## src/rtl/sdr_pkg.sv

```systemverilog
// ----------------------------------------------------------------------------
// sunrise dimmer ramp package
// Shared types and constants for the controller, datapath and divider.
// ----------------------------------------------------------------------------
`default_nettype none

package sdr_pkg;

  localparam int unsigned DIV_W     = 23;  // widest dividend: width*100
  localparam int unsigned DIVISOR_W = 16;
  localparam int unsigned WIDTH_W   = 16;
  localparam int unsigned IVAL_W    = 18;
  localparam int unsigned PCT_W     = 7;
  localparam int unsigned RECIP_W   = 24;
  localparam int unsigned PROD_W    = DIV_W + RECIP_W;

  localparam logic [WIDTH_W-1:0] PERIOD_RESET = 16'd10000;
  localparam logic [PCT_W-1:0]   PCT_FULL     = 7'd100;
  localparam logic [IVAL_W-1:0]  IVAL_MAX     = 18'h3FFFF;
  localparam logic [WIDTH_W-1:0] WIDTH_MAX    = 16'hFFFF;

  // divide by 100 as a multiply by a rounded-up reciprocal, exact below 2^DIV_W
  localparam int unsigned        PCT_SCALE   = 100;
  localparam int unsigned        LEVEL_SHIFT = DIV_W + $clog2(PCT_SCALE);
  localparam logic [RECIP_W-1:0] LEVEL_RECIP =
    RECIP_W'(((64'd1 << LEVEL_SHIFT) + 64'(PCT_SCALE) - 64'd1) / 64'(PCT_SCALE));

  typedef enum logic [1:0] {
    REQ_TICK  = 2'd0,
    REQ_START = 2'd1,
    REQ_SET   = 2'd2,
    REQ_READ  = 2'd3
  } req_e_t;

  typedef enum logic [2:0] {
    ST_IDLE,
    ST_EXEC,
    ST_OPDIV,
    ST_PCT,
    ST_PCTDIV,
    ST_OUT
  } state_t;

  typedef struct packed {
    logic accept;
    logic exec;
    logic op_finish;
    logic pct_start;
    logic out_load;
  } cmd_t;

  typedef struct packed {
    req_e_t req;
    logic   op_done;
    logic   div_done;
    logic   out_busy;
  } status_t;

endpackage

`default_nettype wire

```

## src/rtl/sdr_div.sv

```systemverilog
// ----------------------------------------------------------------------------
// sunrise dimmer percent divider
// Restoring shift-subtract divider, one quotient bit per cycle.
// ----------------------------------------------------------------------------
`default_nettype none

module sdr_div (
  input  wire logic                             clk,
  input  wire logic                             rst,
  input  wire logic                             start,
  input  wire logic [sdr_pkg::DIV_W-1:0]        dividend,
  input  wire logic [sdr_pkg::DIVISOR_W-1:0]    divisor,
  output logic                                  done,
  output logic [sdr_pkg::DIV_W-1:0]             quotient
);

  localparam int unsigned CNT_W = $clog2(sdr_pkg::DIV_W + 1);

  logic [sdr_pkg::DIVISOR_W-1:0] rem;
  logic [sdr_pkg::DIVISOR_W-1:0] dvs;
  logic [sdr_pkg::DIV_W-1:0]     quo;
  logic [CNT_W-1:0]              cnt;
  logic                          busy;
  logic [sdr_pkg::DIVISOR_W:0]   trial;
  logic [sdr_pkg::DIVISOR_W+1:0] diff;
  logic                          borrow;

  assign trial  = {rem, quo[sdr_pkg::DIV_W-1]};
  assign diff   = {1'b0, trial} - {2'b00, dvs};
  assign borrow = diff[sdr_pkg::DIVISOR_W+1];

  always_ff @(posedge clk) begin
    if (rst) begin
      busy <= 1'b0;
      done <= 1'b0;
      cnt  <= '0;
    end else if (start) begin
      busy <= 1'b1;
      done <= 1'b0;
      cnt  <= CNT_W'(sdr_pkg::DIV_W);
    end else begin
      done <= busy && (cnt == CNT_W'(1));
      if (busy) begin
        cnt <= cnt - CNT_W'(1);
        if (cnt == CNT_W'(1)) begin
          busy <= 1'b0;
        end
      end
    end
  end

  always_ff @(posedge clk) begin
    if (start) begin
      rem <= '0;
      dvs <= divisor;
      quo <= dividend;
    end else if (busy) begin
      // remainder stays below the divisor, so 16 bits hold it either way
      rem <= borrow ? trial[sdr_pkg::DIVISOR_W-1:0] : diff[sdr_pkg::DIVISOR_W-1:0];
      quo <= {quo[sdr_pkg::DIV_W-2:0], ~borrow};
    end
  end

  assign quotient = quo;

endmodule

`default_nettype wire

```

## src/rtl/sdr_ctrl.sv

```systemverilog
// ----------------------------------------------------------------------------
// sunrise dimmer controller
// Sequences one item: apply, optional divide, percent divide, result load.
// ----------------------------------------------------------------------------
`default_nettype none

module sdr_ctrl (
  input  wire logic             clk,
  input  wire logic             rst,
  input  wire logic             in_valid,
  input  wire sdr_pkg::status_t status,
  output sdr_pkg::cmd_t         cmd,
  output logic                  in_stall
);

  sdr_pkg::state_t state;
  sdr_pkg::state_t state_next;

  always_ff @(posedge clk) begin
    if (rst) begin
      state <= sdr_pkg::ST_IDLE;
    end else begin
      state <= state_next;
    end
  end

  always_comb begin
    state_next = state;
    unique case (state)
      sdr_pkg::ST_IDLE: begin
        if (in_valid) state_next = sdr_pkg::ST_EXEC;
      end
      sdr_pkg::ST_EXEC: begin
        if (status.req == sdr_pkg::REQ_START || status.req == sdr_pkg::REQ_SET) begin
          state_next = sdr_pkg::ST_OPDIV;
        end else begin
          state_next = sdr_pkg::ST_PCT;
        end
      end
      sdr_pkg::ST_OPDIV: begin
        if (status.op_done) state_next = sdr_pkg::ST_PCT;
      end
      sdr_pkg::ST_PCT: begin
        state_next = sdr_pkg::ST_PCTDIV;
      end
      sdr_pkg::ST_PCTDIV: begin
        if (status.div_done) state_next = sdr_pkg::ST_OUT;
      end
      sdr_pkg::ST_OUT: begin
        if (!status.out_busy) state_next = sdr_pkg::ST_IDLE;
      end
      default: state_next = sdr_pkg::ST_IDLE;
    endcase
  end

  always_comb begin
    cmd           = '0;
    cmd.accept    = (state == sdr_pkg::ST_IDLE) && in_valid;
    cmd.exec      = (state == sdr_pkg::ST_EXEC);
    cmd.op_finish = (state == sdr_pkg::ST_OPDIV) && status.op_done;
    cmd.pct_start = (state == sdr_pkg::ST_PCT);
    cmd.out_load  = (state == sdr_pkg::ST_OUT) && !status.out_busy;
    in_stall      = (state != sdr_pkg::ST_IDLE);
  end

endmodule

`default_nettype wire

```

## src/rtl/sdr_dpath.sv

```systemverilog
// ----------------------------------------------------------------------------
// sunrise dimmer datapath
// Dimmer state, ramp countdown, operand selection and the result register.
// ----------------------------------------------------------------------------
`default_nettype none

module sdr_dpath #(
  parameter int unsigned RAMP_STEPS       = 100,
  parameter int unsigned TICKS_PER_MINUTE = 60000
) (
  input  wire logic                           clk,
  input  wire logic                           rst,
  input  wire sdr_pkg::cmd_t                  cmd,
  output sdr_pkg::status_t                    status,
  input  wire logic [1:0]                     req_type,
  input  wire logic [7:0]                     alarm_minutes,
  input  wire logic [7:0]                     level_percent,
  input  wire logic                           cfg_valid,
  input  wire logic                           cfg_ready,
  input  wire logic [sdr_pkg::WIDTH_W-1:0]    cfg_data,
  output logic                                out_valid,
  input  wire logic                           out_stall,
  output logic [sdr_pkg::WIDTH_W-1:0]         pwm_width,
  output logic [sdr_pkg::PCT_W-1:0]           brightness_percent,
  output logic                                ramp_active
);

  localparam int unsigned IvalPerMin = TICKS_PER_MINUTE / RAMP_STEPS;
  localparam int unsigned StepShift  = sdr_pkg::DIV_W + $clog2(RAMP_STEPS);
  localparam logic [sdr_pkg::RECIP_W-1:0] StepRecip =
    sdr_pkg::RECIP_W'(((64'd1 << StepShift) + 64'(RAMP_STEPS) - 64'd1) / 64'(RAMP_STEPS));

  sdr_pkg::req_e_t                req;
  logic [7:0]                     minutes;
  logic [7:0]                     pct;
  logic [sdr_pkg::WIDTH_W-1:0]    period;
  logic [sdr_pkg::WIDTH_W-1:0]    width;
  logic [sdr_pkg::WIDTH_W-1:0]    step;
  logic [sdr_pkg::IVAL_W-1:0]     reload;
  logic [sdr_pkg::IVAL_W-1:0]     countdown;
  logic                           running;

  logic [27:0]                    ival_prod;
  logic [sdr_pkg::IVAL_W-1:0]     ival_sat;
  logic [sdr_pkg::PCT_W-1:0]      pct_sat;
  logic [sdr_pkg::DIV_W-1:0]      level_prod;
  logic [sdr_pkg::WIDTH_W-1:0]    diff;
  logic                           below;
  logic [sdr_pkg::WIDTH_W:0]      width_sum;
  logic [sdr_pkg::WIDTH_W:0]      step_inc;
  logic                           div_start;
  logic [sdr_pkg::DIV_W-1:0]      div_dividend;
  logic [sdr_pkg::DIVISOR_W-1:0]  div_divisor;
  logic                           div_done;
  logic [sdr_pkg::DIV_W-1:0]      div_quot;
  logic [sdr_pkg::PCT_W-1:0]      pct_result;

  logic [sdr_pkg::DIV_W-1:0]      op_num;
  logic [sdr_pkg::PROD_W-1:0]     op_prod;
  logic                           op_go;
  logic                           op_ready;
  logic [sdr_pkg::RECIP_W-1:0]    op_recip;
  logic [sdr_pkg::PROD_W-1:0]     op_shifted;
  logic [sdr_pkg::WIDTH_W-1:0]    op_quot;

  sdr_div u_div (
    .clk      (clk),
    .rst      (rst),
    .start    (div_start),
    .dividend (div_dividend),
    .divisor  (div_divisor),
    .done     (div_done),
    .quotient (div_quot)
  );

  assign ival_prod  = 28'(minutes) * 28'(IvalPerMin);
  assign ival_sat   = (ival_prod > 28'(sdr_pkg::IVAL_MAX)) ? sdr_pkg::IVAL_MAX
                                                           : ival_prod[sdr_pkg::IVAL_W-1:0];
  assign pct_sat    = (pct > 8'(sdr_pkg::PCT_FULL)) ? sdr_pkg::PCT_FULL
                                                    : pct[sdr_pkg::PCT_W-1:0];
  assign level_prod = sdr_pkg::DIV_W'(period) * sdr_pkg::DIV_W'(pct_sat);
  assign below      = (width < period);
  assign diff       = below ? (period - width) : '0;
  assign width_sum  = {1'b0, width} + {1'b0, step};

  // step and set level divide by a constant: reciprocal multiply, then shift
  assign op_recip   = (req == sdr_pkg::REQ_START) ? StepRecip : sdr_pkg::LEVEL_RECIP;
  assign op_shifted = (req == sdr_pkg::REQ_START) ? (op_prod >> StepShift)
                                                  : (op_prod >> sdr_pkg::LEVEL_SHIFT);
  assign op_quot    = op_shifted[sdr_pkg::WIDTH_W-1:0];
  assign step_inc   = {1'b0, op_quot} + (sdr_pkg::WIDTH_W+1)'(1);

  // the serial divider only computes the percent
  assign div_start    = cmd.pct_start;
  assign div_dividend = sdr_pkg::DIV_W'(width) * sdr_pkg::DIV_W'(sdr_pkg::PCT_FULL);
  assign div_divisor  = period;

  always_comb begin
    priority if (period == '0) begin
      pct_result = '0;
    end else if (!below) begin
      pct_result = sdr_pkg::PCT_FULL;
    end else begin
      pct_result = div_quot[sdr_pkg::PCT_W-1:0];
    end
  end

  always_ff @(posedge clk) begin
    if (cmd.accept) begin
      req     <= sdr_pkg::req_e_t'(req_type);
      minutes <= alarm_minutes;
      pct     <= level_percent;
    end
  end

  always_ff @(posedge clk) begin
    if (rst) begin
      op_go    <= 1'b0;
      op_ready <= 1'b0;
    end else begin
      op_go    <= cmd.exec && (req == sdr_pkg::REQ_START || req == sdr_pkg::REQ_SET);
      op_ready <= op_go;
    end
  end

  always_ff @(posedge clk) begin
    if (cmd.exec) begin
      op_num <= (req == sdr_pkg::REQ_START) ? sdr_pkg::DIV_W'(diff) : level_prod;
    end
    if (op_go) begin
      op_prod <= sdr_pkg::PROD_W'(op_num) * sdr_pkg::PROD_W'(op_recip);
    end
  end

  always_ff @(posedge clk) begin
    if (rst) begin
      period <= sdr_pkg::PERIOD_RESET;
    end else if (cfg_valid && cfg_ready) begin
      period <= cfg_data;
    end
  end

  always_ff @(posedge clk) begin
    if (rst) begin
      width     <= '0;
      step      <= '0;
      reload    <= '0;
      countdown <= '0;
      running   <= 1'b0;
    end else if (cmd.exec) begin
      unique case (req)
        sdr_pkg::REQ_TICK: begin
          if (running) begin
            if (countdown > sdr_pkg::IVAL_W'(1)) begin
              countdown <= countdown - sdr_pkg::IVAL_W'(1);
            end else begin
              countdown <= reload;
              // overshoot clamps at the period and ends the ramp
              if (width_sum >= {1'b0, period}) begin
                width   <= period;
                running <= 1'b0;
              end else begin
                width <= width_sum[sdr_pkg::WIDTH_W-1:0];
              end
            end
          end
        end
        sdr_pkg::REQ_START: begin
          reload    <= ival_sat;
          countdown <= ival_sat;
        end
        sdr_pkg::REQ_SET, sdr_pkg::REQ_READ: begin
        end
        default: begin
        end
      endcase
    end else if (cmd.op_finish) begin
      if (req == sdr_pkg::REQ_START) begin
        step    <= step_inc[sdr_pkg::WIDTH_W] ? sdr_pkg::WIDTH_MAX
                                              : step_inc[sdr_pkg::WIDTH_W-1:0];
        running <= below;
      end else begin
        width   <= op_quot;
        running <= 1'b0;
      end
    end
  end

  always_ff @(posedge clk) begin
    if (rst) begin
      out_valid <= 1'b0;
    end else if (cmd.out_load) begin
      out_valid <= 1'b1;
    end else if (!out_stall) begin
      out_valid <= 1'b0;
    end
  end

  always_ff @(posedge clk) begin
    if (cmd.out_load) begin
      pwm_width          <= width;
      brightness_percent <= pct_result;
      ramp_active        <= running;
    end
  end

  assign status.req      = req;
  assign status.op_done  = op_ready;
  assign status.div_done = div_done;
  assign status.out_busy = out_valid && out_stall;

endmodule

`default_nettype wire

```

## src/rtl/sunrise_dimmer_ramp.sv

```systemverilog
// ----------------------------------------------------------------------------
// sunrise dimmer ramp
// Dimmer with PWM width output and a timed sunrise ramp.
// ----------------------------------------------------------------------------
// One item is handled at a time. The result of a tick or read item is loaded
// into the output register after the percent divide; a start-alarm or
// set-level item also passes through the reciprocal multiply first, so its
// result is loaded later. The next item can be accepted in the cycle after
// the load. The percent of every item is computed by the 23-iteration
// shift-subtract divider; the ramp step and the set level are divisions by a
// constant, done by a registered reciprocal multiply. A finished result sits
// in the output register, so the next item is accepted while it waits; that
// item's result is held back until the waiting one is taken. The period
// register may be written at any time the block holds no item.
// ----------------------------------------------------------------------------
`default_nettype none

module sunrise_dimmer_ramp #(
  parameter int unsigned RAMP_STEPS       = 100,
  parameter int unsigned TICKS_PER_MINUTE = 60000
) (
  input  wire logic        clk,
  input  wire logic        rst,
  input  wire logic        in_valid,
  output logic             in_stall,
  input  wire logic [1:0]  req_type,
  input  wire logic [7:0]  alarm_minutes,
  input  wire logic [7:0]  level_percent,
  output logic             out_valid,
  input  wire logic        out_stall,
  output logic [15:0]      pwm_width,
  output logic [6:0]       brightness_percent,
  output logic             ramp_active,
  input  wire logic        cfg_valid,
  output logic             cfg_ready,
  input  wire logic [15:0] cfg_data
);

  sdr_pkg::cmd_t    cmd;
  sdr_pkg::status_t status;

  assign cfg_ready = 1'b1;

  sdr_ctrl u_ctrl (
    .clk      (clk),
    .rst      (rst),
    .in_valid (in_valid),
    .status   (status),
    .cmd      (cmd),
    .in_stall (in_stall)
  );

  sdr_dpath #(
    .RAMP_STEPS       (RAMP_STEPS),
    .TICKS_PER_MINUTE (TICKS_PER_MINUTE)
  ) u_dpath (
    .clk                (clk),
    .rst                (rst),
    .cmd                (cmd),
    .status             (status),
    .req_type           (req_type),
    .alarm_minutes      (alarm_minutes),
    .level_percent      (level_percent),
    .cfg_valid          (cfg_valid),
    .cfg_ready          (cfg_ready),
    .cfg_data           (cfg_data),
    .out_valid          (out_valid),
    .out_stall          (out_stall),
    .pwm_width          (pwm_width),
    .brightness_percent (brightness_percent),
    .ramp_active        (ramp_active)
  );

endmodule

`default_nettype wire

```

## config.mk

```make
export PLATFORM = sky130hd
export DESIGN_NAME = sunrise_dimmer_ramp
export DESIGN_NICKNAME = d
export VERILOG_FILES = /design/src/rtl/sdr_pkg.sv /design/src/rtl/sdr_div.sv /design/src/rtl/sdr_ctrl.sv /design/src/rtl/sdr_dpath.sv /design/src/rtl/sunrise_dimmer_ramp.sv
export SDC_FILE = /design/constraint.sdc
export NUM_CORES = 1
export LEC_CHECK = 0
export BUFFER_PORTS_ARGS = -buffer_cell sky130_fd_sc_hd__buf_2
export CAP_MARGIN = 20
export CORE_MARGIN = 2
export CORE_UTILIZATION = 60
export DETAILED_ROUTE_END_ITERATION = 8
export GPL_ROUTABILITY_DRIVEN = 1
export PLACE_DENSITY = 0.77
export SETUP_SLACK_MARGIN = 0.2
export SLEW_MARGIN = 10
export SYNTH_ARGS = -nofsm -noshare
export SYNTH_HDL_FRONTEND = slang
export SYNTH_SLANG_ARGS = --single-unit
```

## constraint.sdc

```tcl
create_clock -name clk -period 14.8 [get_ports clk]
set_input_delay 1.48 -clock clk [delete_from_list [all_inputs] [get_ports clk]]
set_output_delay 1.48 -clock clk [all_outputs]
set_load 0.1 [all_outputs]
```

# Yosys cells after proc, flatten, opt, wreduce, memory -nomap -nowiden
# Cells that the tools add are included.
totals:
  out_inout_bits: 27
  register_bits: 264
  word_cells: 126
  in_bits: 39
op_classes:
  bitwise: 3
  n_mul: 4
  magnitude_cmp: 5
  n_reduce_logical: 23
  muxes: 39
  n_addsub: 6
  eq_ne: 18
op_table:
  columns: ["cell", "n"]
  rows:
  - ["16-bit 2-to-1 mux", 11]
  - ["18-bit 2-to-1 mux", 3]
  - ["23-bit by 24-bit multiplier with 46-bit output (second input constant)", 1]
  - ["23-bit 2-to-1 mux", 2]
  - ["18-bit one-hot mux with 2 select lines", 1]
  - ["16-bit by 7-bit multiplier with 23-bit output", 1]
  - ["16-bit by 5-bit multiplier with 21-bit output (second input constant)", 1]
  - ["18-bit by 1-bit > comparator with 1-bit output (second input constant)", 1]
  - ["18-bit > comparator (second input constant)", 1]
  - ["3-bit one-hot mux with 6 select lines", 1]
  - ["17-bit by 16-bit subtractor with 18-bit output", 1]
  - ["18-bit by 1-bit subtractor with 18-bit output (second input constant)", 1]
  - ["16-bit by 1-bit adder with 17-bit output (second input constant)", 1]
  - ["16-bit by 16-bit adder with 17-bit output", 1]
  - ["17-bit by 16-bit >= comparator with 1-bit output", 1]
  - ["16-bit zero test", 1]
  - ["16-bit less-than comparator", 1]
  - ["16-bit subtractor", 1]
  - ["8-bit by 7-bit multiplier with 15-bit output (second input constant)", 1]
  - ["7-bit 2-to-1 mux", 2]
  - ["1-bit 2-to-1 mux", 13]
  - ["3-bit 2-to-1 mux", 4]
  - ["5-bit 2-to-1 mux", 2]
  - ["2-bit by 1-bit != test with 1-bit output (second input constant)", 5]
  - ["22 further kinds", 40]

# Logic depth before layout (Yosys ltp)
# Gate-level depths: netlist (run 1).
logic_depth:
  ltp_word: 7
  ltp_mapped: 25
  mapped_depth_nobuf: 25

# Modules after synthesis
# Synthesis (run 1) repeated with hierarchy kept, for this count alone.
hier_totals:
  hier_cells: 2850
  hier_area_um2: 27227.4
modules_own_cells:
  columns: ["mod", "cells_each", "seq_area_each_um2", "instances", "area_each_um2"]
  rows:
  - ["sdr_dpath", 2501, 4134.0, 1, 23496.3]
  - ["sdr_div", 319, 1631.6, 1, 3495.9]
  - ["sdr_ctrl", 28, 60.1, 1, 224.0]
  - ["sunrise_dimmer_ramp", 2, 0.0, 1, 11.3]

# Worst setup path after synthesis (run 1)
# No wires, ideal clock.
synth_path:
  path_type: "reg2reg"
  from: "register u_dpath.op_num[6] (netlist name)"
  to: "register u_dpath.op_prod[44] (netlist name) (data pin)"
  synth_period_minus_slack_ns: 6.209
  slack_ns: 8.591
  arrival_time_ns: 5.951
  required_time_ns: 14.542
  path_stages_with_launch: 24
  path_buffers: 0
  setup_ns: 0.258
  cell_sequence: "edfxtp_1 inv_1 fa_1 inv_1 fa_1 inv_1 fa_1 fa_1 inv_1 fa_1 fa_1 inv_1 fa_1 inv_1 ha_1 nand2_1 nor2_1 a41oi_1 and3_1 a211o_1 nand3_1 a311o_1 a21oi_1 xnor2_1"
synth_between:
  elab_chain_len: 1
synth_lines:
  columns: ["item", "line_no", "source"]
  rows:
  - ["start, declared", "sdr_dpath.sv:58", "logic [sdr_pkg::DIV_W-1:0] op_num;"]
  - ["start signal, assigned", "sdr_dpath.sv:128", "op_num <= (req == sdr_pkg::REQ_START) ? sdr_pkg::DIV_W'(diff) : level_prod;"]
  - ["23-bit by 24-bit multiplier with 46-bit output", "sdr_dpath.sv:131", "op_prod <= sdr_pkg::PROD_W'(op_num) * sdr_pkg::PROD_W'(op_recip);"]
  - ["end signal, assigned", "sdr_dpath.sv:131", null]
  - ["end, declared", "sdr_dpath.sv:59", "logic [sdr_pkg::PROD_W-1:0] op_prod;"]
# No other way between the ends.
# A chain may end at the register's enable or synchronous reset.

# Final worst setup path (run 1)
layout_path:
  from: "register u_dpath.pct[1]"
  to: "register u_dpath.op_num[20] (netlist name) (data pin)"
layout_between:
  elab_chain_len: 3
layout_lines:
  columns: ["item", "line_no", "source"]
  rows:
  - ["start, declared", "sdr_dpath.sv:35", "logic [7:0] pct;"]
  - ["start signal, assigned", "sdr_dpath.sv:112", "pct <= level_percent;"]
  - ["8-bit by 7-bit > comparator with 1-bit output", "sdr_dpath.sv:79", "assign pct_sat = (pct > 8'(sdr_pkg::PCT_FULL)) ? sdr_pkg::PCT_FULL"]
  - ["7-bit 2-to-1 mux *", "sdr_dpath.sv:79", null]
  - ["16-bit by 7-bit multiplier with 23-bit output *", "sdr_dpath.sv:81", "assign level_prod = sdr_pkg::DIV_W'(period) * sdr_pkg::DIV_W'(pct_sat);"]
# Mark *: on every way between the ends. The rest lies on a longest branch, timed or not.

==> impl_metrics.tcl, run 1 <==
set metrics [dict create \
    synth_top_area_share_pct 21.1 \
    clock_path_buffers 3 \
    post_drt_via_cell_ratio 5.84 \
    cts_root_buf "clkbuf_16" \
    start_util_pct 60.8 \
    ctsResizeCount 0 \
    io_buffers 64 \
    fin_crit_sh_pct 49.6 \
    grt-busiest-layer "met2" \
    cts_hold_buf 0 \
    clk_pin_slew_ns 0.06 \
    grt_max_degree 55 \
    finalHoldViolations 0 \
    fmax_ghz 0.136 \
    die_width_um 216 \
    h-tree-depth 1 \
    crit_type "flop to flop" \
    dp_hpwl_um 55900 \
    grt_pass1_wl_um 111000 \
    avgSynthCellArea_um2 9.37 \
    relSlewSlack_pct 30.4 \
    synth_flop_cell "edfxtp_1" \
    use_met1_pct 40.4 \
    layout.cells.non_filler 3515 \
    grt_antenna_before_repair 2 \
    core_um2 44200 \
    synthCells 2869 \
    vias 20500 \
    finClkSkew_ns 0.0168 \
    met2_usage_pct 50.6 \
    worst_pin_slew_ns 1.04 \
    post-synth-top-area-cell "fa_1" \
    rows 77 \
    status "complete, no violations" \
    arrival_ns 7.60 \
    post_cts_buffers 0 \
    cp.required_ns 15.06 \
    rsz0062_at_grt "no" \
    worst_setup_path_start_kind "flop" \
    synthesis.area_um2 26900 \
    layout-drive-gt1-share_pct 5.10 \
    tns_ns 0 \
    yosys_warnings 0 \
    utilization_pct 64.7 \
    min_path_type "flop to flop" \
    synth-seq-cells 231 \
    grt_util_met3_pct 3.57 \
    layout.nets 3668 \
    synthArstFlopShare_pct 0 \
    routedWlPerCell_um 19.5 \
    final_max_slew_viol_count 0 \
    drtIter0Drc 1628 \
    finalSetupViolCount 0 \
    drc 0 \
    top_level_ports 66 \
    grt_usage_pct 30.2 \
    yosysSeqAreaShare_pct 21.6 \
    ant_nets 0 \
    die-area_um2 46500 \
    numCtsBuffers 25 \
    die_y_um 216 \
    syn_nets 3634 \
    synth-edff-count 118 \
    min_period_ns 7.34 \
    synth.area.top_cells "fa_1 21%, ha_1 21%, edfxtp_1 13%, dfxtp_1 8.4%, inv_1 8.0%" \
    holdWs_ns 0.460 \
    overflow 0 \
    cts_tree "done" \
    wl_um 68500 \
    dpl.cell_count 3465 \
    netlist-cell-type-count 73 \
    grt_pass1_vias 21400 \
    area_delta_synth_final_pct 6.41 \
    gp_congestion 0.935 \
    clock_latency_ns 0.55 \
    end_kind "flop" \
    worstPathMaxFanout 43 \
    cts.sinks 231 \
    maxCapViolCount 0 \
    dr.pass1.iters 7 \
]
==> area by class of cell <==
type                            instances  area, µm²
Fill cell                            3553      15600
Tap cell                              592        741
Antenna cell                            1       2.50
Clock buffer                           31        648
Inverter                              573       2150
Timing Repair Buffer                   85        485
Clock inverter                         15        135
Multi-Input combinational cell       1987      18600
Sequential cell                       231       5810
==> through the flow <==
| stage | setup slack (ns) | instance area (µm²) |
|---|---|---|
| after floorplan | 8.59 | 26900 |
| after global placement | 7.79 | 27800 |
| after detailed placement | 7.64 | 27800 |
| after CTS | 7.60 | 28600 |
| after global routing | 7.05 | 28600 |
| final | 7.46 | 28600 |
==> final timing paths <==
kind | startpoint | endpoint | slack, ns | cells after the start
max | u_dpath.pct[1] | u_dpath.op_num[20] | 7.46 | 22
min reg2reg | u_dpath.reload[13] | u_dpath.reload[13] | 0.46 | 2
max reg2reg | u_dpath.pct[1] | u_dpath.op_num[20] | 7.46 | 22
min | u_dpath.reload[13] | u_dpath.reload[13] | 0.46 | 2
==> state kept, by name, indices dropped and copies added, names as in the netlist, 5 cells and up <==
name / flops
u_dpath.reload: 15
u_dpath.pct: 8
u_dpath.u_div.quotient: 23
u_dpath.u_div.dvs: 16
u_dpath.pwm_width: 16
u_dpath.step: 16
u_dpath.op_prod: 16
u_dpath.op_num: 23
u_dpath.minutes: 8
u_dpath.width: 16
u_dpath.div_divisor: 16
u_dpath.u_div.rem: 16
u_dpath.brightness_percent: 7
u_dpath.countdown: 18
u_dpath.u_div.cnt: 5
==> cells in the final DEF (no fill, tap or decap), types with 11 or more instances in the layout <==
cell type and count:
a211oi_1 33, a21o_1 35, a21oi_1 140, a311o_1 11
a31oi_1 12, and3_1 61, buf_2 64, buf_4 20
clkbuf_16 25, dfxtp_1 113, edfxtp_1 118, fa_1 284
ha_1 441, inv_1 571, mux2i_1 28, nand2_1 171
nand2b_1 12, nand3_1 73, nand4_1 18, nor2_1 182
nor3_1 54, o211ai_1 15, o21a_1 14, o21ai_0 99
o21bai_1 17, o31ai_1 13, or3_1 11, xnor2_1 80
xor2_1 37
==> cell usage after synthesis, drive strengths merged, types with 5 or more instances <==
cell type and count:
or3 13, a22o 5, o311ai 5, nand2 172, xor2 37, nand3b 7
a311oi 6, dfxtp 113, and3 62, fa 284, nand4 18, a21oi 141
o21bai 17, nor2b 8, a211oi 33, or2 6, nand2b 12, nor2 182
a22oi 9, a2111oi 5, a21o 35, buf 9, o211ai 15, nand3 73
a211o 5, a31oi 13, o31ai 13, inv 572, edfxtp 118, clkbuf 69
o21ai 101, o21a 14, mux2i 28, a311o 11, nor4 8, a221oi 5
ha 442, and2 10, xnor2 80, nor3 54
==> critical path, cell delays in order, from the launching register on <==
cell and delay (ns):
edfxtp_1 0.56, o21ai_0 0.23, nand2_1 0.09, a31oi_2 0.17, buf_4 0.32, nor2b_1 0.78
nor2_1 0.14, fa_1 0.53, fa_1 0.50, fa_1 0.50, inv_1 0.05, fa_1 0.47
inv_1 0.04, ha_1 0.31, o21a_1 0.21, o21ai_0 0.24, inv_1 0.07, a21oi_1 0.21
o21bai_1 0.16, a2111oi_0 0.85, nor2_1 0.19, a311oi_1 0.34, nor3_1 0.08
==> routing by layer <==
metal  part of all wire (%)  vias to the layer above
li1                       -                     9665
met1                     43                    10000
met2                     47                      677
met3                    6.0                      146
met4                    3.9                        4
met5                  0.039                        -
==> logic make-up (layout without fill, tap and decap cells) <==
group | after synthesis | count (layout) | synth area share, %
and+or+nand+nor | 641 | 641 | 11.2
buffers and inverters | 651 | 704 | 9.15
other | 1 | 2 | 0.0139
AOI/OAI and AO/OA | 474 | 474 | 11.4
DFF | 231 | 231 | 21.6
xor gates and xnor gates | 117 | 117 | 3.81
adders and majority gates | 726 | 726 | 41.7
muxes | 28 | 28 | 1.04
Power of run 1 is left out: the tool's default activity adds up to more than one toggle a clock period on the data nets, which glitch-free logic cannot reach.
==> inputs of run 2 (changes only) <==
--- a/config.mk
+++ b/config.mk
@@ -5,13 +5,14 @@
 export SDC_FILE = /design/constraint.sdc
 export NUM_CORES = 1
 export LEC_CHECK = 0
+export ABC_AREA = 1
 export BUFFER_PORTS_ARGS = -buffer_cell sky130_fd_sc_hd__buf_2
 export CAP_MARGIN = 20
 export CORE_MARGIN = 2
-export CORE_UTILIZATION = 60
+export CORE_UTILIZATION = 59
 export DETAILED_ROUTE_END_ITERATION = 8
 export GPL_ROUTABILITY_DRIVEN = 1
-export PLACE_DENSITY = 0.77
+export PLACE_DENSITY = 0.79
 export SETUP_SLACK_MARGIN = 0.2
 export SLEW_MARGIN = 10
 export SYNTH_ARGS = -nofsm -noshare
==> constraint.sdc (replaced) <==
create_clock -name clk -period 6.74 [get_ports clk]
set_input_delay 0.674 -clock clk [delete_from_list [all_inputs] [get_ports clk]]
set_output_delay 0.674 -clock clk [all_outputs]
set_load 0.1 [all_outputs]
==> impl_metrics.tcl, run 2 <==
set metrics [dict create \
    synthCells 3401 \
    cts.sinks 231 \
    synth.most_common_cell "inv_1" \
    final_common_cell "inv_1" \
    dpl.cell_count 4040 \
    worst_pin_slew_ns 0.986 \
    grt_antenna_before_repair 1 \
    area_delta_synth_final_pct 7.46 \
    fillCellCount 3959 \
    synth-seq-cells 231 \
    fmax_ghz 0.160 \
    clock_latency_ns 0.57 \
    dp_hpwl_um 61000 \
    post-place-ws_ns 0.469 \
    h-tree-depth 1 \
    synth_flop_cell "edfxtp_1" \
    maxCapViolCount 0 \
    io_buffers 64 \
    ant_nets 0 \
    synthArstFlopShare_pct 0 \
    utilization_pct 64.0 \
    arrival_ns 6.56 \
    ff_latch_area_um2 5810 \
    wl_um 74700 \
    finalSetupViolCount 0 \
    synth_top_area_share_pct 20.1 \
    final_cell_mix "769 x inv_1, 487 x nand2_1, 442 x ha_1" \
    layout.cells.non_filler 4108 \
    grt_pass1_wl_um 121000 \
    die_width_um 223 \
    layout-drive-gt1-share_pct 5.36 \
    path_common_cell "fa_1" \
    cts_tree "done" \
    synth_common_cells "769 x inv_1, 487 x nand2_1, 442 x ha_1, 284 x fa_1, 243 x a21oi_1" \
    routedWlPerCell_um 18.2 \
    synth.area.top_cells "fa_1 20%, ha_1 20%, edfxtp_1 13%, inv_1 10%, dfxtp_1 8.0%" \
    layout.nets 4235 \
    end_kind "flop" \
    layout_setup_ws_ns 0.498 \
    dr.pass1.iters 5 \
    syn_nets 4166 \
    numCtsBuffers 28 \
    status "complete, no violations" \
    crit_type "flop to flop" \
    cp.required_ns 7.05 \
    grt_pass1_vias 23100 \
    rsz0062_at_grt "no" \
    cts_root_buf "clkbuf_16" \
    overflow 0 \
    post_drt_via_cell_ratio 5.65 \
    slowest_stage "fa_1" \
    yosysSeqAreaShare_pct 20.5 \
    yosys_warnings 0 \
    finClkSkew_ns 0.0131 \
    cts_hold_buf 0 \
    top_level_ports 66 \
    grt_max_degree 69 \
    tns_ns 0 \
    gp_congestion 1.03 \
    clock_path_buffers 3 \
    min_period_ns 6.24 \
    cp_top_family "adder cells" \
    min_path_type "primary input to flop" \
    die_y_um 223 \
    worstPathMaxFanout 8 \
    avgSynthCellArea_um2 8.32 \
    crit_buf_inv 5 \
    multi_input_area_um2 19300 \
    die-area_um2 49700 \
    rows 80 \
    clk_pin_slew_ns 0.07 \
    synth-edff-count 118 \
    fin_crit_sh_pct 92.6 \
    post-synth-top-area-cell "fa_1" \
    critPathMaxStageDelay_ns 0.60 \
    core_um2 47500 \
    worst_setup_path_start_kind "flop" \
    final_max_slew_viol_count 0 \
    drtIter0Drc 2161 \
    start_util_pct 59.5 \
    netlist-cell-type-count 64 \
    drc 0 \
    synthesis.area_um2 28300 \
    finalHoldViolations 0 \
    relSlewSlack_pct 34.1 \
    vias 23200 \
    crit_chain "fa_1, fa_1, inv_1, fa_1, inv_1, fa_1, fa_1, fa_1, inv_1, fa_1, inv_1, ha_1, nand2_1, nor2_1, inv_1, nor3_2, nand2_1, o21ai_0, a21oi_1, xor2_1" \
    grt_usage_pct 30.7 \
]
[run 2: changes by cell type after synthesis, moves of 22 or more]
cell      previous run  this run
a211oi_1            33         3
clkbuf_1            69        37
nor3_1              54        32
and3_1              62         1
xnor2_1             80        24
o21ai_0             99       179
inv_1              572       769
mux2i_1             28         0
a21oi_1            141       243
nand3_1             73       122
nor2_1             182       218
xor2_1              37        80
nand2_1            171       487
[run 2: cell type report]
type	instances	share of cell area [%]
flip-flops and latches	231	19.1
diodes	1	0.00823
multi-input cells	2334	63.6
inverters	781	9.64
repair buffers	94	1.84
well taps	615	2.53
clock buffers	32	2.49
clock inverters	20	0.806
[run 2: stage by stage]
stage          cell area [µm²]  hold slack, ns
2_1_floorplan            28300           0.430
3_3_place_gp             29300           0.436
3_5_place_dp             29300           0.445
4_1_cts                  30300           0.263
5_1_grt                  30400           0.265
6_report                 30400           0.279
[run 2: final timing paths]
path / startpoint / to / slack [ns] / cells past startpoint
hold reg to reg: u_dpath.reload[7] / u_dpath.reload[7] / 0.47 / 2
setup reg to reg: u_dpath.op_num[4] / u_dpath.op_prod[35] / 0.50 / 20
setup / recovery: u_dpath.op_num[4] / u_dpath.op_prod[35] / 0.50 / 20
hold / removal: level_percent[3] / u_dpath.pct[3] / 0.28 / 1
[run 2: timing repair]
item | 4_1_cts | 5_1_grt
resized for setup | 0 | 2
setup buffers | 0 | 13
endpoints found under the setup margin | 0 | 11
[run 2: cell families (layout without fill, tap and decap cells)]
group	Yosys count	in the layout	synth area share (%)
buffers and inverters	836	927	11.3
flip-flops	231	231	20.5
AND/OR/NAND/NOR	926	926	13.7
AO/OA/AOI/OAI	577	577	11.6
other	1	2	0.0133
adder cells (fa/ha/maj)	726	726	39.6
XOR/XNOR	104	104	3.22
[run 2: metal layers]
layer	up-vias	GRT usage, %	wire [µm]
li1	11100	-	-
met1	11000	41.5	31800
met2	959	50.2	34100
met3	181	4.79	5950
met4	0	10.8	2910
met5	-	0	0
Power of run 2 is left out for the same reason.
